$ cat config.mk
export PLATFORM = sky130hd
export DESIGN_NAME = button_multi_press_classifier_flat
export DESIGN_NICKNAME = d
export VERILOG_FILES = /design/src/hw/rtl/bmpc_pkg.sv /design/src/hw/rtl/bmpc_if.sv /design/src/hw/rtl/button_multi_press_classifier.sv /design/src/flat_wrapper.sv
export SDC_FILE = /design/constraint.sdc
export NUM_CORES = 1
export LEC_CHECK = 0
export BUFFER_PORTS_ARGS = -buffer_cell sky130_fd_sc_hd__buf_2
export CORE_AREA = 2 2 148 150
export CTS_BUF_LIST = sky130_fd_sc_hd__clkbuf_8
export CTS_CLUSTER_DIAMETER = 120
export DETAILED_ROUTE_END_ITERATION = 10
export DIE_AREA = 0 0 150 152
export PLACE_DENSITY = 0.65
export SLEW_MARGIN = 20
export SYNTH_ARGS = -nofsm -noshare
export SYNTH_HDL_FRONTEND = slang
export SYNTH_SLANG_ARGS = --single-unit
$ cat constraint.sdc
create_clock -name clk -period 5.94 [get_ports clk]
set_input_delay 1.485 -clock clk [delete_from_list [all_inputs] [get_ports clk]]
set_output_delay 1.485 -clock clk [all_outputs]
set_load 0.005 [all_outputs]
$ cat src/hw/rtl/bmpc_pkg.sv
package bmpc_pkg;

  // configuration register indexes
  typedef enum logic [2:0] {
    REG_DEBOUNCE     = 3'd0,
    REG_LONG_PRESS   = 3'd1,
    REG_SHORT_MAX    = 3'd2,
    REG_SERIES_WIN   = 3'd3,
    REG_COMPANION    = 3'd4
  } cfg_reg_t;

  // message codes
  typedef enum logic [1:0] {
    MSG_NONE   = 2'd0,
    MSG_SINGLE = 2'd1,
    MSG_DOUBLE = 2'd2
  } msg_kind_t;

  localparam int unsigned CFG_IDX_W  = 3;
  localparam int unsigned CFG_DATA_W = 16;
  localparam int unsigned TIME_W     = 32;
  localparam int unsigned COUNT_W    = 2;

  localparam logic [CFG_DATA_W-1:0] DEBOUNCE_RST   = 16'd40;
  localparam logic [CFG_DATA_W-1:0] LONG_PRESS_RST = 16'd2000;
  localparam logic [CFG_DATA_W-1:0] SHORT_MAX_RST  = 16'd1000;
  localparam logic [CFG_DATA_W-1:0] SERIES_WIN_RST = 16'd600;

  // press count saturates here; a series of this many presses pings
  localparam logic [COUNT_W-1:0] COUNT_MAX = 2'd3;
  localparam logic [COUNT_W-1:0] COUNT_TWO = 2'd2;

endpackage

$ cat src/hw/rtl/bmpc_if.sv
// sample channel
interface bmpc_sample_if import bmpc_pkg::*; ();
  logic              valid;
  logic              ready;
  logic              button_pressed;
  logic [TIME_W-1:0] time_ms;
  logic              update_busy;

  modport source (output valid, button_pressed, time_ms, update_busy, input ready);
  modport sink   (input valid, button_pressed, time_ms, update_busy, output ready);
endinterface

// result channel
interface bmpc_result_if import bmpc_pkg::*; ();
  logic      valid;
  logic      ready;
  logic      toggle_display;
  logic      wake_display;
  logic      send_ping;
  logic [1:0] message_kind;

  modport source (output valid, toggle_display, wake_display, send_ping, message_kind,
                  input ready);
  modport sink   (input valid, toggle_display, wake_display, send_ping, message_kind,
                  output ready);
endinterface

$ cat src/hw/rtl/button_multi_press_classifier.sv
// channel   dir   word
// sample    in    button_pressed, time_ms[31:0], update_busy
// result    out   toggle_display, wake_display, send_ping, message_kind[1:0]
// cfg       in    cfg_we, cfg_index[2:0], cfg_data[15:0] (write only)
//
// one sample per cycle while ready; its result is registered in the result register
// the path is one 32-bit subtract and compare per time check on the press state
// rst (synchronous) restores register defaults and clears press state and result valid
// a stalled result holds the sample side only while the result register is full
module button_multi_press_classifier import bmpc_pkg::*; (
  input  logic                  clk,
  input  logic                  rst,
  bmpc_sample_if.sink           sample,
  bmpc_result_if.source         result,
  input  logic                  cfg_we,
  input  logic [CFG_IDX_W-1:0]  cfg_index,
  input  logic [CFG_DATA_W-1:0] cfg_data
);

  // configuration registers
  logic [CFG_DATA_W-1:0] debounce_ms;
  logic [CFG_DATA_W-1:0] long_press_ms;
  logic [CFG_DATA_W-1:0] short_press_max_ms;
  logic [CFG_DATA_W-1:0] series_window_ms;
  logic                  companion_mode;

  // press state
  logic                  level_held;
  logic [TIME_W-1:0]     last_edge_time;
  logic [TIME_W-1:0]     press_start_time;
  logic [COUNT_W-1:0]    press_count;

  logic                  level_held_next;
  logic [TIME_W-1:0]     last_edge_time_next;
  logic [TIME_W-1:0]     press_start_time_next;
  logic [COUNT_W-1:0]    press_count_next;

  logic                  accept;
  logic [TIME_W-1:0]     since_edge;
  logic [TIME_W-1:0]     held;
  logic                  edge_ok;
  logic                  series_end;
  logic [COUNT_W-1:0]    count_after;
  logic                  toggle_next;
  logic                  wake_next;
  logic                  ping_next;
  msg_kind_t             kind_next;

  // result register frees the sample side whenever it is empty or draining
  assign sample.ready = !result.valid || result.ready;
  assign accept       = sample.valid && sample.ready;

  // configuration writes
  always_ff @(posedge clk) begin
    if (rst) begin
      debounce_ms        <= DEBOUNCE_RST;
      long_press_ms      <= LONG_PRESS_RST;
      short_press_max_ms <= SHORT_MAX_RST;
      series_window_ms   <= SERIES_WIN_RST;
      companion_mode     <= 1'b0;
    end else if (cfg_we) begin
      unique case (cfg_index)
        REG_DEBOUNCE:   debounce_ms        <= cfg_data;
        REG_LONG_PRESS: long_press_ms      <= cfg_data;
        REG_SHORT_MAX:  short_press_max_ms <= cfg_data;
        REG_SERIES_WIN: series_window_ms   <= cfg_data;
        REG_COMPANION:  companion_mode     <= cfg_data[0];
        default: ;
      endcase
    end
  end

  // edge qualification and hold timing, all differences wrap
  assign since_edge = sample.time_ms - last_edge_time;
  assign held       = sample.time_ms - press_start_time;
  assign edge_ok    = !sample.update_busy && (sample.button_pressed != level_held) &&
                      (since_edge > TIME_W'(debounce_ms));

  // press classification and series end
  always_comb begin
    level_held_next       = level_held;
    last_edge_time_next   = last_edge_time;
    press_start_time_next = press_start_time;
    count_after           = press_count;
    toggle_next           = 1'b0;
    wake_next             = 1'b0;
    ping_next             = 1'b0;
    kind_next             = MSG_NONE;
    series_end            = 1'b0;

    if (edge_ok) begin
      level_held_next     = sample.button_pressed;
      last_edge_time_next = sample.time_ms;
      if (sample.button_pressed) begin
        press_start_time_next = sample.time_ms;
      end else begin
        priority if (held >= TIME_W'(long_press_ms)) begin
          toggle_next = 1'b1;
        end else if (held < TIME_W'(short_press_max_ms)) begin
          if (press_count != COUNT_MAX) begin
            count_after = press_count + COUNT_W'(1);
          end
        end else begin
          // middle hold leaves the series alone
          count_after = press_count;
        end
      end
    end

    // a fresh edge restarts the window, so only a quiet sample can end a series
    series_end = !sample.update_busy && !edge_ok && (press_count != '0) && !level_held &&
                 (since_edge > TIME_W'(series_window_ms));

    press_count_next = count_after;
    if (series_end) begin
      press_count_next = '0;
      wake_next        = 1'b1;
      if (press_count == COUNT_MAX) begin
        ping_next = 1'b1;
      end else if (!companion_mode) begin
        kind_next = (press_count == COUNT_TWO) ? MSG_DOUBLE : MSG_SINGLE;
      end
    end
  end

  // state update on each accepted sample
  always_ff @(posedge clk) begin
    if (rst) begin
      level_held       <= 1'b0;
      last_edge_time   <= '0;
      press_start_time <= '0;
      press_count      <= '0;
    end else if (accept) begin
      level_held       <= level_held_next;
      last_edge_time   <= last_edge_time_next;
      press_start_time <= press_start_time_next;
      press_count      <= press_count_next;
    end
  end

  // result register valid
  always_ff @(posedge clk) begin
    if (rst) begin
      result.valid <= 1'b0;
    end else if (sample.ready) begin
      result.valid <= sample.valid;
    end
  end

  // result register payload
  always_ff @(posedge clk) begin
    if (accept) begin
      result.toggle_display <= toggle_next;
      result.wake_display   <= wake_next;
      result.send_ping      <= ping_next;
      result.message_kind   <= kind_next;
    end
  end

  // a ping always comes with a wake
  a_ping_wakes: assert property (@(posedge clk) disable iff (rst)
    result.valid && result.send_ping |-> result.wake_display)
    else $error("ping without wake");

  // a message excludes a ping and needs a wake
  a_msg_wakes: assert property (@(posedge clk) disable iff (rst)
    result.valid && (result.message_kind != MSG_NONE) |->
      result.wake_display && !result.send_ping)
    else $error("message without wake or with ping");

  // a toggle needs an edge, a series end needs a quiet sample
  a_toggle_excl_wake: assert property (@(posedge clk) disable iff (rst)
    result.valid && result.wake_display |-> !result.toggle_display)
    else $error("toggle and wake in one result");

  // a frozen sample leaves the press state alone and yields an empty result
  a_busy_frozen: assert property (@(posedge clk) disable iff (rst)
    accept && sample.update_busy |=>
      $stable(press_count) && $stable(last_edge_time) && $stable(level_held) &&
      !result.toggle_display && !result.wake_display)
    else $error("state moved on a frozen sample");

endmodule
$ cat src/flat_wrapper.sv
// flat-port wrapper written by rule: the top's interface ports become plain ports
module button_multi_press_classifier_flat import bmpc_pkg::*;
  (clk, rst, cfg_we, cfg_index, cfg_data, sample_valid, sample_button_pressed, sample_time_ms, sample_update_busy, sample_ready, result_valid, result_toggle_display, result_wake_display, result_send_ping, result_message_kind, result_ready);
  bmpc_sample_if sample_i ();
  bmpc_result_if result_i ();
  input  logic clk;
  input  logic rst;
  input  logic cfg_we;
  input  logic [CFG_IDX_W-1:0] cfg_index;
  input  logic [CFG_DATA_W-1:0] cfg_data;
  input wire logic [$bits(sample_i.valid)-1:0] sample_valid;
  input wire logic [$bits(sample_i.button_pressed)-1:0] sample_button_pressed;
  input wire logic [$bits(sample_i.time_ms)-1:0] sample_time_ms;
  input wire logic [$bits(sample_i.update_busy)-1:0] sample_update_busy;
  output wire logic [$bits(sample_i.ready)-1:0] sample_ready;
  output wire logic [$bits(result_i.valid)-1:0] result_valid;
  output wire logic [$bits(result_i.toggle_display)-1:0] result_toggle_display;
  output wire logic [$bits(result_i.wake_display)-1:0] result_wake_display;
  output wire logic [$bits(result_i.send_ping)-1:0] result_send_ping;
  output wire logic [$bits(result_i.message_kind)-1:0] result_message_kind;
  input wire logic [$bits(result_i.ready)-1:0] result_ready;
  assign sample_i.valid = sample_valid;
  assign sample_i.button_pressed = sample_button_pressed;
  assign sample_i.time_ms = sample_time_ms;
  assign sample_i.update_busy = sample_update_busy;
  assign sample_ready = sample_i.ready;
  assign result_valid = result_i.valid;
  assign result_toggle_display = result_i.toggle_display;
  assign result_wake_display = result_i.wake_display;
  assign result_send_ping = result_i.send_ping;
  assign result_message_kind = result_i.message_kind;
  assign result_i.ready = result_ready;
  button_multi_press_classifier u_core (.clk(clk), .rst(rst), .sample(sample_i), .result(result_i), .cfg_we(cfg_we), .cfg_index(cfg_index), .cfg_data(cfg_data));
endmodule
==> impl_results.md, run 1 <==
* Status: finished, final reports clean
* Cell Chain, Critical Path: buf_2 -> ha_1 -> o211ai_1 -> a21oi_1 -> nor2b_1 -> o21ai_0 -> a21o_1 -> a21oi_1 -> xnor2_1 -> ha_1 -> a211oi_1 -> nor2_1 -> nor4_1 -> buf_4 -> o221a_2 -> nor4b_1 -> nand4_1 -> nor4_1 -> buf_4 -> nand4b_1 -> a21oi_1 -> o31ai_1
* Max incr delay on CP at 0.42 ns
* Final wirelength at 27.2 mm
* Syn avg cell area at 7.74 um^2
* Initial drt markers at 660
* H-tree Lvls at 4
* Postcts setup bufs at 0
* Syn Nets at 1529
* Worst R2R Path Depth at 22
* Post-synth EDFFs at 5
* Netlist cell types at 66
* Critical path type: input pin to flop
* Top cell by count, worst path: a21oi_1
* DR WL/cell at 16.2 um
* Metal-1 WL at 13.4 mm
* Die W at 150 um
* HPWL Detailed at 21.3 mm
* Tmin final at 5.39 ns
* Top post-synthesis cells by area: dfxtp_1, ha_1, a21oi_1
* Commonest cells after routing, fill and taps aside: nand2_1, a21oi_1, inv_1
* Worst EP required at 6.25 ns
* Highest Signal Layer: met4
* Core ar. at 21400 um^2
* Final setup viols at 0
* Die height at 152 um
* Tcrit/Tclk final at 90.8%
* Startpoint of the worst register-to-register path: u_core.press_start_time[3]
* Total number of vias at 9252
* ANT cells at 0
* GP Congestion at 0.895
* Register area at 2810 um^2
* Largest net degree at the start of global routing at 102
* Hold Fails Final Rpt at 0
* Sequential share of the synthesized area at 27.1%
* CTS tree: yes
* Share of cells above drive strength 1 at 8.88%
* Synth Flop Type: dfxtp_1
* Fillers at 2080
* CP max FO at 4
* Gr usage total at 24.2%
* Synth Cell Area at 10400 um^2
* Initial core utilization at 48.6%
* # DRC at 0
* Rows at 54
* Crit path DAT at 5.70 ns
* Cts bufs inserted at 17
* Synthesis-stage register bit count at 138
* Drt first pass iters at 5
* CP startpoint kind: input pin
* Element type at the critical path end: flop
* Multi-input combinational cell area at 6770 um^2
* CP startpoint: sample_time_ms[3]
* RSZ-0062 raised after global routing: no
* Grt total ovfl at 0
* Vias in the first global route at 8568
* Clk sinks at 138
* Pins Over Slew Limit at 0
* Worst path slowest cell: ha_1
* Mapped Cells at 1341
* ANT nets after route at 0
* Pwr Density at 217 nW/um^2
* Ys Warns at 0
* I/O pins at 65
* Via density at 5.52
* Initial antenna violation count at 0
* Hold Path Depth at 2
* Maximum Capacitance Violations at 0
* Met2 WL post-DR at 11.8 mm
* LEAKAGE at 0.00501 uW
* Hold Startpoint: u_core.long_press_ms[1]
* Final TNS setup at 0 ns
* Core Util, Final at 53.2%
* Buffers on Ports at 64
* Hold_buf cts at 0
* First-pass GRT wire length at 43.7 mm
* P&R area growth vs syn at 9.49%
* Peak Freq at 0.185 GHz
* DR WL met3 at 1.43 mm
* Area leader, netlist: dfxtp_1
* Root Driver: clkbuf_8
* Layout Nets at 1572
* Commonest non-fill, non-tap cell in the layout: nand2_1
* Full die area at 22800 um^2
* Clock buffer depth at 2
* VDD IR-drop max at 0.137 mV
* Asr flop ratio synth at 0%
* Rel. slew slack at 31.0%
* Hold/Removal Path Class: flop to flop
* Clock skew at 0.0159 ns
* Latest clock arrival within the worst-skew pair at 0.47 ns
* Worst Max-Slew Pin Slew at 1.04 ns
* Post-synth top area share at 25.7%
* CTS clock-pin slew for the worst setup and hold paths at 0.09 ns
-- cell type report --
type | instances | share of cell area (%)
Timing Repair Buffer | 77 | 4.14
Inverter | 147 | 4.86
Sequential cell | 138 | 24.8
Clock inverter | 14 | 1.42
Clock buffer | 18 | 2.18
Tap cell | 280 | 3.08
Multi-Input combinational cell | 1003 | 59.6
-- per-layer routing --
metal  global-route usage, %  up-vias
li1                        -     4745
met1                    35.5     4242
met2                    36.3      230
met3                    3.78       35
met4                    7.73        0
met5                       0        -
-- cells by family (layout without fill, tap and decap cells) --
| family | Yosys count | count (layout) | share of synthesized area [%] |
|---|---|---|---|
| AOI/OAI and AO/OA | 338 | 338 | 20.6 |
| muxes | 68 | 68 | 6.57 |
| xor gates and xnor gates | 44 | 44 | 3.71 |
| DFF | 138 | 138 | 27.1 |
| adders and majority gates | 130 | 130 | 15.8 |
| and+or+nand+nor | 423 | 423 | 18.5 |
| buffers and inverters | 200 | 256 | 7.75 |
-- Yosys cell counts, drive strengths merged, types with 12 or more instances --
cell,instances
nand2b,15
a21oi,150
nor2,123
o211ai,13
o21a,18
xor2,18
buf,12
a21o,29
mux2i,67
xnor2,26
nand4,20
a211o,17
ha,128
clkbuf,41
o21ai,48
nand2,166
nand3,27
dfxtp,133
nor3,14
nor2b,12
inv,147
-- final timing paths --
path	to	slack [ns]
worst max-delay path	u_core.press_count[0]	0.55
worst max register to register	u_core.press_count[0]	1.33
worst min-delay path	u_core.long_press_ms[1]	0.46
worst min register to register	u_core.long_press_ms[1]	0.46
-- sequential cells by signal, summed over array words and instances, names as in the netlist, 2 cells and up --
name,count
u_core.short_press_max_ms,16
u_core.debounce_ms,16
u_core.last_edge_time,32
u_core.long_press_ms,16
u_core.series_window_ms,16
u_core.press_start_time,32
u_core.result.message_kind,2
u_core.press_count,2
-- what timing repair did --
action | 4_1_cts | 5_1_grt
endpoints found under the hold margin | 0 | 0
gates resized for setup | 0 | 1
endpoints found under the setup margin | 0 | 1
-- metrics by stage --
stage / instance area, um^2 / hold WS (ns) / power [uW] / setup slack [ns] / std cells
floorplan: 10400 / 0.436 / 1470 / 0.831 / 1341
global placement: 10900 / 0.442 / 1650 / 0.145 / 1645
global route: 11400 / 0.473 / 2610 / 0.112 / 1677
CTS: 11400 / 0.459 / 2480 / 0.496 / 1677
detailed placement: 10900 / 0.447 / 1660 / 0.00784 / 1645
finish: 11400 / 0.459 / 2470 / 0.548 / 1677
-- critical path, delay by kind of cell --
family                     cells  cell delay (ns)
xor gates and xnor gates       1             0.21
and+or+nand+nor                7             1.16
adders and majority gates      2             0.70
AOI/OAI and AO/OA              9             1.68
buffers and inverters          3             0.47
-- where the power goes --
part           internal (uW)  switching (uW)
combinational            274             406
clock                    394             427
sequential               955            12.1
(Power assumes the default switching activity.)
==> run 2, diff against run 1 <==
--- a/config.mk
+++ b/config.mk
@@ -11,7 +11,7 @@
 export CTS_CLUSTER_DIAMETER = 120
 export DETAILED_ROUTE_END_ITERATION = 10
 export DIE_AREA = 0 0 150 152
-export PLACE_DENSITY = 0.65
+export PLACE_DENSITY = 0.67
 export SLEW_MARGIN = 20
 export SYNTH_ARGS = -nofsm -noshare
 export SYNTH_HDL_FRONTEND = slang
==> run 2 against run 1 <==
Effect of this change:
- cell area hardly changed
- die area unchanged
- sequential power barely moved
- worst setup slack improved by 0.024 ns
- largest power group unchanged
- clock skew increased by 0.0029 ns
- worst hold slack got worse by 0.00075 ns
- via count up 2.5%
- critical path depth increased by 3
- non-clock buffer count unchanged
- wire length grew 2.6%
==> impl_results.md, run 2 (synthesis results as in run 1) <==
* Core Util, Final at 53.2%
* Grt total ovfl at 0
* Buffers on Ports at 64
* Share of cells above drive strength 1 at 8.74%
* Hold_buf cts at 0
* Worst Max-Slew Pin Slew at 0.808 ns
* Drt first pass iters at 6
* Commonest cells after routing, fill and taps aside: nand2_1, a21oi_1, inv_1
* Hold/Removal Path Class: flop to flop
* Clk sinks at 138
* Via density at 5.65
* Root Driver: clkbuf_8
* First-pass GRT wire length at 44.9 mm
* ANT nets after route at 0
* Initial core utilization at 48.6%
* GP Congestion at 0.935
* LEAKAGE at 0.00500 uW
* Maximum Capacitance Violations at 0
* Fillers at 2113
* Status: finished, final reports clean
* Final setup viols at 0
* Rel. slew slack at 46.1%
* Final TNS setup at 0 ns
* Vias in the first global route at 8834
* RSZ-0062 raised after global routing: no
* DR WL/cell at 16.6 um
* Initial drt markers at 742
* Tcrit/Tclk final at 90.4%
* Tmin final at 5.37 ns
* H-tree Lvls at 4
* Crit path DAT at 5.68 ns
* Peak Freq at 0.186 GHz
* Layout Nets at 1572
* Pins Over Slew Limit at 0
* Die height at 152 um
* CTS tree: yes
* Register area at 2810 um^2
* CP max FO at 3
* VDD IR-drop max at 0.128 mV
* # DRC at 0
* Clock skew at 0.0188 ns
* HPWL Detailed at 21.6 mm
* Hold Fails Final Rpt at 0
* CTS resizes at 0
* Core ar. at 21400 um^2
* Critical path type: input pin to flop
* Clock buffer depth at 2
* Postcts setup bufs at 0
* Worst EP required at 6.25 ns
* Final wirelength at 27.9 mm
* Cts bufs inserted at 17
* Initial antenna violation count at 2
* P&R area growth vs syn at 9.42%
* Commonest non-fill, non-tap cell in the layout: nand2_1
* Latest clock arrival within the worst-skew pair at 0.46 ns
* Full die area at 22800 um^2
* Element type at the critical path end: flop
* Largest net degree at the start of global routing at 107
* Largest registers: u_core.last_edge_time (32), u_core.press_start_time (32)
* Multi-input combinational cell area at 6760 um^2
* CTS clock-pin slew for the worst setup and hold paths at 0.08 ns
* CP startpoint kind: input pin
* Die W at 150 um
* Gr usage total at 24.8%
* Rows at 54
* Pwr Density at 217 nW/um^2
* Total number of vias at 9479
* I/O pins at 65
run 2: cell count changes in the layout (fill, tap and decap cells not counted):
cell / change
a211oi_1: +1
a211oi_2: -1
buf_12: -1
buf_6: +1
clkbuf_8: +2
clkinv_2: -2
clkinv_4: -3
clkinvlp_4: +2
diode_2: +2
inv_4: +1
inv_8: -1
run 2: final timing paths:
kind,end,slack (ns),from,depth (start not counted)
setup / recovery,u_core.press_count[0],0.57,sample_time_ms[0],25
hold / removal,u_core.debounce_ms[11],0.46,u_core.debounce_ms[11],2
setup reg to reg,u_core.last_edge_time[14],1.36,u_core.last_edge_time[1],20
hold reg to reg,u_core.debounce_ms[11],0.46,u_core.debounce_ms[11],2
run 2: where the power goes:
group	leakage [uW]	internal, uW	switching [uW]	total, uW
Combinational	0.00367	275	410	685
Sequential	0.00113	955	12.8	968
Clock	0.000201	412	403	815
run 2: area by class of cell:
class,instances,area share (%)
antenna,2,0.0441
clock buffer,20,2.42
multi-input combinational,1003,59.6
sequential,138,24.8
clock inverter,11,1.19
inverter,147,4.86
timing repair buffer,77,4.07
tap,280,3.09
run 2: through the flow:
step / hold slack (ns) / total power, uW / cells / worst slack, ns / area (um^2)
2_1_floorplan: 0.436 / 1470 / 1341 / 0.831 / 10400
5_1_grt: 0.480 / 2610 / 1678 / 0.108 / 11400
6_report: 0.458 / 2470 / 1678 / 0.572 / 11400
3_5_place_dp: 0.447 / 1660 / 1645 / 0.151 / 10900
4_1_cts: 0.460 / 2470 / 1676 / 0.595 / 11300
3_3_place_gp: 0.442 / 1650 / 1645 / 0.234 / 10900
run 2: per-layer routing:
metal  routed length [um]  track usage, %  vias up
li1                     -               -     4751
met5                    0               0        -
met4                  733            8.67        0
met1                13300            35.0     4395
met3                 1740            4.65       48
met2                12200            37.7      285
run 2: critical path, stage by stage:
cell	delay, ns
buf_2	0.11
inv_1	0.08
ha_1	0.18
inv_1	0.06
fa_1	0.42
a211oi_1	0.35
o21bai_1	0.14
a21oi_1	0.24
o21bai_1	0.09
a21oi_1	0.17
xnor2_1	0.17
ha_1	0.27
nand4_1	0.09
nor2_1	0.07
o31a_1	0.09
nor4_1	0.18
buf_4	0.17
o221a_2	0.17
nor4b_1	0.23
nand4_1	0.13
nor4_1	0.18
buf_4	0.16
nand4b_1	0.12
a21oi_1	0.23
o31ai_1	0.08
